File: src/design/msc_pkg.sv
// shared types and codes for the mac subheader codec
package msc_pkg;

	localparam int CNT_W = 12;
	localparam int LEN_W = 22;
	localparam int CHAN_W = 5;
	localparam int BYTE_W = 8;
	localparam int MAX_BYTES = 4;
	localparam int IDX_W = 2;

	localparam logic OP_ENCODE = 1'b0;
	localparam logic OP_DECODE = 1'b1;

	localparam logic KIND_ENC = 1'b0;
	localparam logic KIND_DEC = 1'b1;

	localparam logic [CNT_W-1:0] COUNT_MAX = {CNT_W{1'b1}};

	// one subheader's worth of results, serialized one byte per transaction
	typedef struct packed {
		logic                               has;
		logic                               kind;
		logic [IDX_W-1:0]                   n_m1;
		logic [MAX_BYTES-1:0][BYTE_W-1:0]   bytes;
		logic [CHAN_W-1:0]                  chan;
		logic [LEN_W-1:0]                   len;
		logic                               fin;
		logic [CNT_W-1:0]                   cnt;
	} msc_res_t;

endpackage

File: src/design/msc_engine.sv
// encode and decode logic with the per-direction byte counts and decode state
module msc_engine import msc_pkg::*; (
	input  logic              clk,
	input  logic              arst_n,
	input  logic              take,
	input  logic              op,
	input  logic [CHAN_W-1:0] chan_id,
	input  logic [LEN_W-1:0]  length,
	input  logic              last_sub,
	input  logic [BYTE_W-1:0] in_byte,
	output msc_res_t          res
);

	localparam logic [1:0] PH_ID   = 2'd0;
	localparam logic [1:0] PH_LEN1 = 2'd1;
	localparam logic [1:0] PH_LEN2 = 2'd2;
	localparam logic [1:0] PH_LEN3 = 2'd3;

	logic [1:0]        phase_q, phase_d;
	logic [CHAN_W-1:0] chan_q, chan_d;
	logic [LEN_W-1:0]  acc_q, acc_d;
	logic              fin_q, fin_d;
	logic [CNT_W-1:0]  dec_cnt_q, dec_cnt_d;
	logic [CNT_W-1:0]  enc_cnt_q, enc_cnt_d;

	logic [CNT_W:0]    enc_sum, dec_sum;
	logic [CNT_W-1:0]  enc_sat, dec_sat;
	logic [IDX_W-1:0]  enc_n_m1;
	logic              len_gt1, len_gt2;
	logic              done;

	assign len_gt1 = (length > LEN_W'(32'h7F));
	assign len_gt2 = (length > LEN_W'(32'h3FFF));
	assign enc_n_m1 = len_gt2 ? IDX_W'(3) : (len_gt1 ? IDX_W'(2) : IDX_W'(1));

	// saturating counts, bytes of this transaction included
	assign enc_sum = {1'b0, enc_cnt_q} + (CNT_W+1)'(enc_n_m1) + (CNT_W+1)'(1);
	assign enc_sat = enc_sum[CNT_W] ? COUNT_MAX : enc_sum[CNT_W-1:0];
	assign dec_sum = {1'b0, dec_cnt_q} + (CNT_W+1)'(1);
	assign dec_sat = dec_sum[CNT_W] ? COUNT_MAX : dec_sum[CNT_W-1:0];

	always_comb begin
		phase_d   = phase_q;
		chan_d    = chan_q;
		acc_d     = acc_q;
		fin_d     = fin_q;
		dec_cnt_d = dec_cnt_q;
		enc_cnt_d = enc_cnt_q;
		done      = 1'b0;
		res       = '0;
		if (op == OP_ENCODE) begin
			res.has      = 1'b1;
			res.kind     = KIND_ENC;
			res.n_m1     = enc_n_m1;
			res.bytes[0] = {2'b00, ~last_sub, chan_id};
			res.bytes[1] = {len_gt1, length[6:0]};
			res.bytes[2] = {len_gt2, length[13:7]};
			res.bytes[3] = length[21:14];
			res.cnt      = enc_sat;
			enc_cnt_d    = last_sub ? '0 : enc_sat;
		end else begin
			dec_cnt_d = dec_sat;
			unique case (phase_q)
				PH_ID: begin
					chan_d  = in_byte[CHAN_W-1:0];
					fin_d   = (in_byte[7:5] == 3'b000);
					acc_d   = '0;
					phase_d = PH_LEN1;
				end
				PH_LEN1: begin
					acc_d = LEN_W'(in_byte[6:0]);
					if (in_byte[7]) begin
						phase_d = PH_LEN2;
					end else begin
						done = 1'b1;
					end
				end
				PH_LEN2: begin
					acc_d = acc_q | {8'd0, in_byte[6:0], 7'd0};
					if (in_byte[7]) begin
						phase_d = PH_LEN3;
					end else begin
						done = 1'b1;
					end
				end
				PH_LEN3: begin
					acc_d = acc_q | {in_byte, 14'd0};
					done  = 1'b1;
				end
				default: begin
					phase_d = PH_ID;
				end
			endcase
			if (done) begin
				res.has   = 1'b1;
				res.kind  = KIND_DEC;
				res.n_m1  = '0;
				res.chan  = chan_q;
				res.len   = acc_d;
				res.fin   = fin_q;
				res.cnt   = dec_sat;
				phase_d   = PH_ID;
				dec_cnt_d = fin_q ? '0 : dec_sat;
			end
		end
	end

	always_ff @(posedge clk or negedge arst_n) begin
		if (!arst_n) begin
			phase_q   <= PH_ID;
			chan_q    <= '0;
			acc_q     <= '0;
			fin_q     <= 1'b0;
			dec_cnt_q <= '0;
			enc_cnt_q <= '0;
		end else if (take) begin
			phase_q   <= phase_d;
			chan_q    <= chan_d;
			acc_q     <= acc_d;
			fin_q     <= fin_d;
			dec_cnt_q <= dec_cnt_d;
			enc_cnt_q <= enc_cnt_d;
		end
	end

endmodule

File: src/design/mac_subheader_codec_top.sv
// mac subheader codec: input register, codec engine, result register and byte serializer
// a transaction goes from the input register through the engine into the result register
// decode takes one byte per cycle while the input is not stalled; bytes that complete a
// subheader give one result; encode gives 2 to 4 results, one per cycle from the result
// register while out_stall is low, and a later result waits until its last byte is taken
// reset clears the decode state, both byte counts and all valid flags
module mac_subheader_codec_top import msc_pkg::*; (
	input  logic              clk,
	input  logic              arst_n,
	input  logic              in_valid,
	output logic              in_stall,
	input  logic              op,
	input  logic [CHAN_W-1:0] chan_id,
	input  logic [LEN_W-1:0]  length,
	input  logic              last_sub,
	input  logic [BYTE_W-1:0] in_byte,
	output logic              out_valid,
	input  logic              out_stall,
	output logic              kind,
	output logic [BYTE_W-1:0] out_byte,
	output logic [CHAN_W-1:0] dec_chan,
	output logic [LEN_W-1:0]  dec_length,
	output logic              dec_final,
	output logic [CNT_W-1:0]  header_bytes,
	output logic              last
);

	logic              valid_s1;
	logic              op_s1;
	logic [CHAN_W-1:0] chan_s1;
	logic [LEN_W-1:0]  len_s1;
	logic              fin_s1;
	logic [BYTE_W-1:0] byte_s1;

	msc_res_t          res;
	msc_res_t          res_s2;
	logic              valid_s2;
	logic [IDX_W-1:0]  idx_q;

	logic              s2_free;
	logic              adv_s1;
	logic              in_take;
	logic              out_take;
	logic              at_last;

	assign at_last  = (idx_q == res_s2.n_m1);
	assign out_take = valid_s2 && !out_stall;
	assign s2_free  = !valid_s2 || (out_take && at_last);
	assign adv_s1   = valid_s1 && (!res.has || s2_free);
	assign in_stall = valid_s1 && !adv_s1;
	assign in_take  = in_valid && !in_stall;

	always_ff @(posedge clk) begin
		if (in_take) begin
			op_s1   <= op;
			chan_s1 <= chan_id;
			len_s1  <= length;
			fin_s1  <= last_sub;
			byte_s1 <= in_byte;
		end
	end

	always_ff @(posedge clk or negedge arst_n) begin
		if (!arst_n) begin
			valid_s1 <= 1'b0;
		end else if (in_take) begin
			valid_s1 <= 1'b1;
		end else if (adv_s1) begin
			valid_s1 <= 1'b0;
		end
	end

	msc_engine u_engine (
		.clk     (clk),
		.arst_n  (arst_n),
		.take    (adv_s1),
		.op      (op_s1),
		.chan_id (chan_s1),
		.length  (len_s1),
		.last_sub(fin_s1),
		.in_byte (byte_s1),
		.res     (res)
	);

	always_ff @(posedge clk) begin
		if (adv_s1 && res.has) begin
			res_s2 <= res;
		end
	end

	always_ff @(posedge clk or negedge arst_n) begin
		if (!arst_n) begin
			valid_s2 <= 1'b0;
			idx_q    <= '0;
		end else if (adv_s1 && res.has) begin
			valid_s2 <= 1'b1;
			idx_q    <= '0;
		end else if (out_take) begin
			if (at_last) begin
				valid_s2 <= 1'b0;
				idx_q    <= '0;
			end else begin
				idx_q <= idx_q + IDX_W'(1);
			end
		end
	end

	assign out_valid    = valid_s2;
	assign kind         = res_s2.kind;
	assign out_byte     = res_s2.bytes[idx_q];
	assign dec_chan     = res_s2.chan;
	assign dec_length   = res_s2.len;
	assign dec_final    = res_s2.fin;
	assign header_bytes = res_s2.cnt;
	assign last         = at_last;

	// serializer index never runs past the byte count of the held subheader
	a_idx_range: assert property (@(posedge clk) disable iff (!arst_n)
		valid_s2 |-> idx_q <= res_s2.n_m1)
		else $error("serializer index past byte count");

	// decoded subheaders are a single transaction, encoded ones at least two
	a_dec_single: assert property (@(posedge clk) disable iff (!arst_n)
		valid_s2 && res_s2.kind == KIND_DEC |-> res_s2.n_m1 == '0)
		else $error("decode result spans several transactions");

	a_enc_multi: assert property (@(posedge clk) disable iff (!arst_n)
		valid_s2 && res_s2.kind == KIND_ENC |-> res_s2.n_m1 != '0)
		else $error("encode result shorter than two bytes");

	// a taken result that is not the last keeps the output busy
	a_run_cont: assert property (@(posedge clk) disable iff (!arst_n)
		out_take && !at_last |=> valid_s2 && $stable(res_s2))
		else $error("result run broken before its last byte");

	// the input side only stalls with an item held
	a_stall_held: assert property (@(posedge clk) disable iff (!arst_n)
		in_stall |-> valid_s1 && res.has && valid_s2)
		else $error("input stalled without a blocked item");

endmodule

File: config.mk
export PLATFORM = sky130hd
export DESIGN_NAME = mac_subheader_codec_top
export DESIGN_NICKNAME = d
export VERILOG_FILES = /design/src/design/msc_pkg.sv /design/src/design/msc_engine.sv /design/src/design/mac_subheader_codec_top.sv
export SDC_FILE = /design/constraint.sdc
export NUM_CORES = 1
export LEC_CHECK = 0
export BUFFER_PORTS_ARGS = -buffer_cell sky130_fd_sc_hd__buf_2
export CAP_MARGIN = 30
export CORE_MARGIN = 5
export CORE_UTILIZATION = 39
export CTS_BUF_LIST = sky130_fd_sc_hd__clkbuf_16
export DETAILED_ROUTE_END_ITERATION = 12
export HOLD_SLACK_MARGIN = 0.15
export PLACE_DENSITY = 0.67
export SLEW_MARGIN = 10
export SYNTH_ARGS = -nofsm -noshare
export SYNTH_HDL_FRONTEND = slang
export SYNTH_HIERARCHICAL = 1
export SYNTH_SLANG_ARGS = --single-unit
File: constraint.sdc
create_clock -name clk -period 11.9 [get_ports clk]
set_input_delay 0.595 -clock clk [delete_from_list [all_inputs] [get_ports clk]]
set_output_delay 0.595 -clock clk [all_outputs]
set_load 0.05 [all_outputs]
## After elaboration in Yosys (flattened, before gate mapping)

Index checks and enable logic that the tools add are counted.

| operators by class | value |
|---|---|
| add/subtract/negate cells | 4 |
| reductions and logical operators | 26 |
| bitwise gates (word level) | 4 |
| $lt $le $gt $ge | 3 |
| mux-type cells | 29 |
| equal/unequal tests | 6 |

Operators with widths:

| kind | count |
|---|---|
| $pmux 22 s4 | 1 |
| $mux 12 | 7 |
| $gt 22x14->1 const B | 1 |
| $gt 22x7->1 const B | 1 |
| $or 22x14->22 | 1 |
| $or 22x22->22 | 1 |
| $bmux 8 s2 | 1 |
| $mux 2 | 8 |
| $add 12x1->13 const B | 1 |
| $add 12x2->13 | 1 |
| $add 13x1->13 const B | 1 |
| $mux 4 | 2 |
| $mux 8 | 1 |
| $reduce_and 2->1 | 4 |
| $mux 1 | 7 |
| $logic_and 1x1->1 | 6 |
| $ne 3x2->1 const B | 2 |
| $pmux 2 s3 | 1 |
| $reduce_bool 2->1 | 3 |
| $logic_not 1->1 | 5 |
| $reduce_and 5->1 | 1 |
| $eq 2x2->1 const B | 2 |
| $reduce_bool 4->1 | 1 |
| $logic_not 3->1 | 1 |
| other kinds (10) | 12 |

| word-level totals | value |
|---|---|
| register bits after elaboration | 170 |
| input port bits | 41 |

## Longest topological paths before layout

Gate-level depths: netlist of the first run.

| logic depth | value |
|---|---|
| word-level depth | 14 |
| mapped depth | 13 |
| mapped depth without buffers | 12 |

## By module

The synthesis of the first run kept the hierarchy.

Modules (own cells, without submodules):

| module | cells each | area an instance (um^2) | seq. area each (um^2) | times used |
|---|---|---|---|---|
| mac_subheader_codec_top | 187 | 4122.7 | 3463.3 | 1 |
| msc_engine | 423 | 3567.2 | 1351.3 | 1 |

## Least setup slack after synthesis of the first run

OpenSTA, ideal clock, no wires.

| path | value |
|---|---|
| path kind | reg-to-reg |
| from | register u_engine.phase_q[1] |
| to | register res_s2 (netlist bit dec_chan[0]) (enable) |
| path slack | 5.624 ns |
| period minus slack after synthesis | 6.276 ns |
| path buffers | 0 |
| cell stages (with the launch flop) | 9 |
| library setup time | 0.555 ns |
| arrival time | 5.721 ns |
| data required time | 11.345 ns |
| cell sequence | dfrtp_1 -> inv_1 -> ha_1 -> nand2b_4 -> and2_1 -> or2_2 -> nand2_1 -> nand2_1 -> o41ai_2 |

RTL lines:

| item | line | source |
|---|---|---|
| start: declaration | msc_engine.sv:19 | `logic [1:0] phase_q, phase_d;` |
| start signal: assignment | msc_engine.sv:117 | `phase_q <= phase_d;` |
| end signal: assignment | mac_subheader_codec_top.sv:87 | `res_s2 <= res;` |
| end: declaration | mac_subheader_codec_top.sv:36 | `msc_res_t res_s2;` |

==> impl_metrics.json, run 1 <==
{
  "layout_common_cells": "112 x edfxtp_1, 92 x buf_2, 65 x nor2_1, 58 x dfrtp_1, 53 x a21oi_1",
  "yosys-top-cells-area": "edfxtp_1 44%, dfrtp_1 19%, buf_4 4.7%",
  "path_class": "reg -> out",
  "drv_slew": 0,
  "ctsResizeCount": 0,
  "crit_chain": "ha_1 > inv_2 > and2_1 > or2_2 > nand2_1 > nand2_1 > nor2_1 > buf_2",
  "post-route-cell-area_um2": 8660,
  "cp-start-kind": "flip-flop",
  "crit_path_top_delay_cell": "ha_1",
  "syn_inst": 610,
  "cts-hold-fix-buffers": 0,
  "place_ws_ns": 8.72,
  "cts_tree": "built",
  "crit_arrival_ns": 2.74,
  "setup_viol": 0,
  "antenna_found_initial": 0,
  "fin_util_pct": 44.5,
  "ctsLongestPathBuffers": 2,
  "gp_congestion": 0.846,
  "fin_nets": 708,
  "cts-root-buf": "clkbuf_16",
  "clock_skew_ns": 0.00811,
  "synth_area_leader_cell": "edfxtp_1",
  "netlist_area_um2": 7690,
  "r2r-start": "len_s1[16]$_DFFE_PP_",
  "maxSlewHeadroom_pct": 46.9,
  "final_common_cell": "edfxtp_1",
  "post_cts_buffers": 0,
  "route.detailed.drc": 0,
  "vias": 4723,
  "async_flop_share_pct": 34.1,
  "fin_ws_ns": 8.57,
  "io_pins": 93,
  "first_iter_violations": 257,
  "maxCapViolations": 0,
  "reg2reg_to": "header_bytes[8]$_DFFE_PP_",
  "htree_levels": 4,
  "r2r_cells": 9,
  "finalPower_mw": 2.31,
  "leakagePower_nw": 3.38,
  "fmax_mhz": 300,
  "cp_common_cell": "nand2_1",
  "rows": 51,
  "ys_types": 70,
  "tightest_slew_ns": 0.794,
  "core-area_um2": 19500,
  "firstDrtPassIters": 5,
  "grt_max_degree": 61,
  "drt_wl_total_um": 14700,
  "rsz0062_at_grt": "no",
  "seq_area_frac_synth_pct": 62.6,
  "setup.worst_path.end_class": "primary output",
  "floorplan.initialDensity_pct": 39.5,
  "yosys.area.top_type_share_pct": 43.7,
  "cp.required_ns": 11.31,
  "ys_seq_elements": 170,
  "hold_viol": 0,
  "insertion_delay_ns": 0.42,
  "r2r_setup_slack_ns": 8.69,
  "ys_warn_count": 6,
  "power_density_nw_per_um2": 267,
  "ys.flop_type": "edfxtp_1",
  "die-area_um2": 22600,
  "drive_gt1_share_pct": 24.6,
  "grt_pass1_wl_um": 23800,
  "die_w_um": 150,
  "cp_top_family": "simple AND/OR/NAND/NOR gates",
  "fin_crit_ns": 3.33,
  "port_buffers": 92,
  "hold_class": "in -> async",
  "syn_area_per_cell_um2": 12.6,
  "clk_pin_slew_ns": 0.07,
  "area_growth_pct": 12.6,
  "fin_setup_tns_ns": 0,
  "viasPerCell": 5.04,
  "num-fill-cells": 1780,
  "ir_worst_vdd_mv": 0.161,
  "hpwl_um": 10200,
  "overflow": 0,
  "cts_buffers": 17,
  "cp_max_fo": 10,
  "ant_nets": 0,
  "wl_per_cell_um": 15.7,
  "synth-edff-count": 112,
  "dieHeight_um": 150,
  "cp_slowest_stage_delay_ns": 0.43,
  "grt_use_total_pct": 13.7,
  "min_period_over_period_pct": 28.0,
  "status": "finished clean",
  "clock-sinks": 170,
  "dpl-instance-area_um2": 8080,
  "critical_path_buf_inv_count": 2,
  "grt_pass1_vias": 4570
}
[routing by layer]
layer	global-route usage [%]	part of all wire, %	vias up	routed length [um]
li1	-	-	2299	-
met5	0	0	-	0
met2	19.8	44	158	6470
met4	5.08	1.6	0	239
met3	4.24	7.4	16	1090
met1	19.3	47	2250	6930
[area by class of cell]
class	instances	area, um2	share of cell area (%)
diodes	1	2.50	0.0289
clock buffers	17	425	4.91
clock inverters	15	141	1.63
inverters	12	45.0	0.520
multi-input cells	360	2390	27.6
flip-flops and latches	170	4810	55.6
well taps	265	332	3.83
repair buffers	98	505	5.84
[synthesized netlist by cell type, types with 7 or more instances]
| cell type | n |
|---|---|
| clkbuf_1 | 10 |
| a22oi_1 | 7 |
| dfrtp_1 | 58 |
| a21o_1 | 7 |
| inv_1 | 10 |
| edfxtp_1 | 112 |
| nand3_1 | 10 |
| ha_1 | 7 |
| o21ai_0 | 15 |
| nand2_1 | 26 |
| nor2b_1 | 35 |
| nor2_1 | 65 |
| a22o_1 | 11 |
| a21oi_1 | 53 |
| and3_1 | 12 |
| buf_4 | 48 |
[per-stage QoR]
step	instances	hold slack [ns]
after floorplan	611	0.299
after global placement	904	0.475
after detailed placement	904	0.484
after CTS	936	0.323
after global routing	937	0.317
final	938	0.326
[worst max-delay path by stage]
| stage | end | slack, ns | depth (start not counted) | start |
|---|---|---|---|---|
| 4_1_cts | in_stall | 8.60 | 8 | u_engine/phase_q[1]$_DFFE_PN0P_ |
| 5_1_grt | header_bytes[4]$_DFFE_PP_ | 8.44 | 10 | len_s1[16]$_DFFE_PP_ |
| 6_report | in_stall | 8.57 | 8 | u_engine/phase_q[1]$_DFFE_PN0P_ |
| 3_3_place_gp | header_bytes[8]$_DFFE_PP_ | 8.76 | 9 | len_s1[16]$_DFFE_PP_ |
| 2_1_floorplan | dec_chan[0]$_DFFE_PP_ | 5.62 | 8 | u_engine/phase_q[1]$_DFFE_PN0P_ |
| 3_5_place_dp | header_bytes[8]$_DFFE_PP_ | 8.72 | 9 | len_s1[16]$_DFFE_PP_ |
[flip-flops by register name (all words and copies together) (netlist names)]
name                cells
len_s1                 22
u_engine/fin_q          1
dec_chan                5
dec_length             22
u_engine/acc_q         22
chan_s1                 5
u_engine/dec_cnt_q     12
u_engine/chan_q         5
dec_final               1
valid_s1                1
op_s1                   1
res_s2                 34
kind                    1
out_valid               1
idx_q                   2
header_bytes           12
fin_s1                  1
byte_s1                 8
u_engine/phase_q        2
u_engine/enc_cnt_q     12
[report_power, final]
part,internal [mW],switching [mW]
clock network,0.291,0.233
registers,0.847,0.110
logic,0.238,0.589
[cell families (layout without fill, tap and decap cells)]
group / after synthesis / after routing / share of synthesized area (%)
XOR/XNOR: 7 / 7 / 0.895
adder cells (fa/ha/maj): 8 / 8 / 1.40
multiplexers: 19 / 19 / 3.95
other: 1 / 3 / 0.0488
AO/OA/AOI/OAI: 135 / 135 / 11.5
AND/OR/NAND/NOR: 189 / 189 / 13.0
buffers and inverters: 81 / 142 / 6.51
flip-flops: 170 / 170 / 62.6
No activity file was read; power rests on OpenSTA's default activity.
==> inputs of run 2 (changes only) <==
- clock period: 11.9 -> 3.45 ns (I/O delays scaled with it)
==> impl_metrics.json, run 2 (synthesis results as in run 1) <==
{
  "combPwrFrac_pct": 36.7,
  "num-fill-cells": 1707,
  "top_register": "res_s2",
  "hold_class": "in -> async",
  "path_class": "reg -> reg",
  "clk_pin_slew_ns": 0.06,
  "die-area_um2": 22600,
  "htree_levels": 4,
  "cp_max_fo": 6,
  "area_growth_pct": 19.7,
  "gp_congestion": 0.827,
  "firstDrtPassIters": 6,
  "n_antenna_cell": 0,
  "overflow": 0,
  "core-area_um2": 19500,
  "rsz0062_at_grt": "no",
  "fin_nets": 753,
  "dieHeight_um": 150,
  "grt_pass1_vias": 5077,
  "place_ws_ns": 0.335,
  "grt_pass1_wl_um": 26100,
  "floorplan.initialDensity_pct": 39.5,
  "power_density_nw_per_um2": 908,
  "min_period_over_period_pct": 91.1,
  "fmax_mhz": 318,
  "r2r_cells": 9,
  "status": "finished clean",
  "dp_cells": 910,
  "cp-start-kind": "flip-flop",
  "die_w_um": 150,
  "pwr-share-clk_pct": 24.0,
  "vias": 5034,
  "clock_skew_ns": 0.00851,
  "hold_viol": 0,
  "crit_path_top_delay_cell": "or4_1",
  "fin_ws_ns": 0.307,
  "drv_slew": 0,
  "cp_slowest_stage_delay_ns": 0.59,
  "route.detailed.drc": 0,
  "maxSlewHeadroom_pct": 62.4,
  "internal-power_mw": 5.09,
  "leakagePower_nw": 3.62,
  "cts-hold-fix-buffers": 40,
  "tightest_slew_ns": 0.564,
  "critical_path_buf_inv_count": 1,
  "clock-sinks": 170,
  "insertion_delay_ns": 0.42,
  "cp.required_ns": 3.60,
  "crit_chain": "or4_1 > nor3_1 > ha_1 > inv_1 > fa_1 > and4_1 > nand4_1 > mux2i_1 > o22ai_1",
  "maxCapViolations": 0,
  "post_layout_nonfiller_instances": 982,
  "setup.worst_path.end_class": "flip-flop",
  "final_common_cell": "edfxtp_1",
  "drive_gt1_share_pct": 24.5,
  "ctsLongestPathBuffers": 2,
  "grt_use_total_pct": 14.9,
  "fin_setup_tns_ns": 0,
  "cts-root-buf": "clkbuf_16",
  "layout_common_cells": "112 x edfxtp_1, 92 x buf_2, 65 x nor2_1, 58 x dfrtp_1, 53 x a21oi_1",
  "fin_crit_ns": 3.14,
  "switchingPower_mw": 3.27,
  "post_cts_buffers": 0,
  "crit_cells": 9,
  "grt_max_degree": 67,
  "largest_reg_flops": 34,
  "viasPerCell": 5.13,
  "io_pins": 93,
  "p_sw_share_pct": 39.1,
  "rows": 51,
  "ctsResizeCount": 0,
  "cts_buffers": 17,
  "wl_per_cell_um": 16.5,
  "post-route-cell-area_um2": 9210,
  "ir_worst_vdd_mv": 0.589,
  "cp_top_family": "simple AND/OR/NAND/NOR gates",
  "drt_wl_total_um": 16200,
  "hpwl_um": 11200,
  "crit_arrival_ns": 3.29,
  "ant_nets": 0,
  "p_seq_share_pct": 39.4,
  "dpl-instance-area_um2": 8180,
  "port_buffers": 92,
  "cts_tree": "built",
  "first_iter_violations": 383,
  "setup_viol": 0,
  "fin_util_pct": 47.3,
  "antenna_found_initial": 0
}
[run 2: worst paths after layout]
| path | start | endpoint | slack [ns] |
|---|---|---|---|
| max reg2reg | len_s1[16]$_DFFE_PP_ | header_bytes[8]$_DFFE_PP_ | 0.31 |
| min reg2reg | u_engine/acc_q[10]$_DFFE_PN0P_ | u_engine/acc_q[10]$_DFFE_PN0P_ | 0.50 |
| max in group asynchronous | arst_n | u_engine/acc_q[15]$_DFFE_PN0P_ | 2.31 |
| min in group clk | length[20] | len_s1[20]$_DFFE_PP_ | 0.45 |
| max | len_s1[16]$_DFFE_PP_ | header_bytes[8]$_DFFE_PP_ | 0.31 |
| min | arst_n | u_engine/dec_cnt_q[1]$_DFFE_PN0P_ | 0.26 |
[run 2: power by group through the flow]
stage	Combinational, mW	Clock (mW)	Sequential [mW]
6_report	3.07	2.00	3.29
3_5_place_dp	3.05	0	3.33
2_1_floorplan	2.55	0	3.23
3_3_place_gp	2.97	0	3.29
5_1_grt	3.32	2.13	3.36
4_1_cts	3.10	2.05	3.29
[run 2: final cells by class]
cell class	count	area (um2)	share of cell area [%]
Sequential cell	170	4810	52.3
Multi-Input combinational cell	360	2420	26.3
Timing Repair Buffer	143	968	10.5
Clock buffer	17	425	4.62
Tap cell	265	332	3.60
Clock inverter	15	198	2.15
Inverter	12	45.0	0.489
[run 2: metrics by stage]
step	hold WS (ns)	total power, mW
2_1_floorplan	-0.123	5.78
5_1_grt	0.312	8.81
3_5_place_dp	0.174	6.38
6_report	0.261	8.36
3_3_place_gp	0.160	6.26
4_1_cts	0.278	8.43
[run 2: per-layer routing]
layer	GRT usage, %	wire length (um)	share of wire [%]	vias to the layer above
met1	19.2	6840	42	2449
li1	-	-	-	2373
met4	4.30	163	1.0	0
met2	24.8	8040	50	195
met3	3.94	1180	7.3	17
met5	0	0	0	-
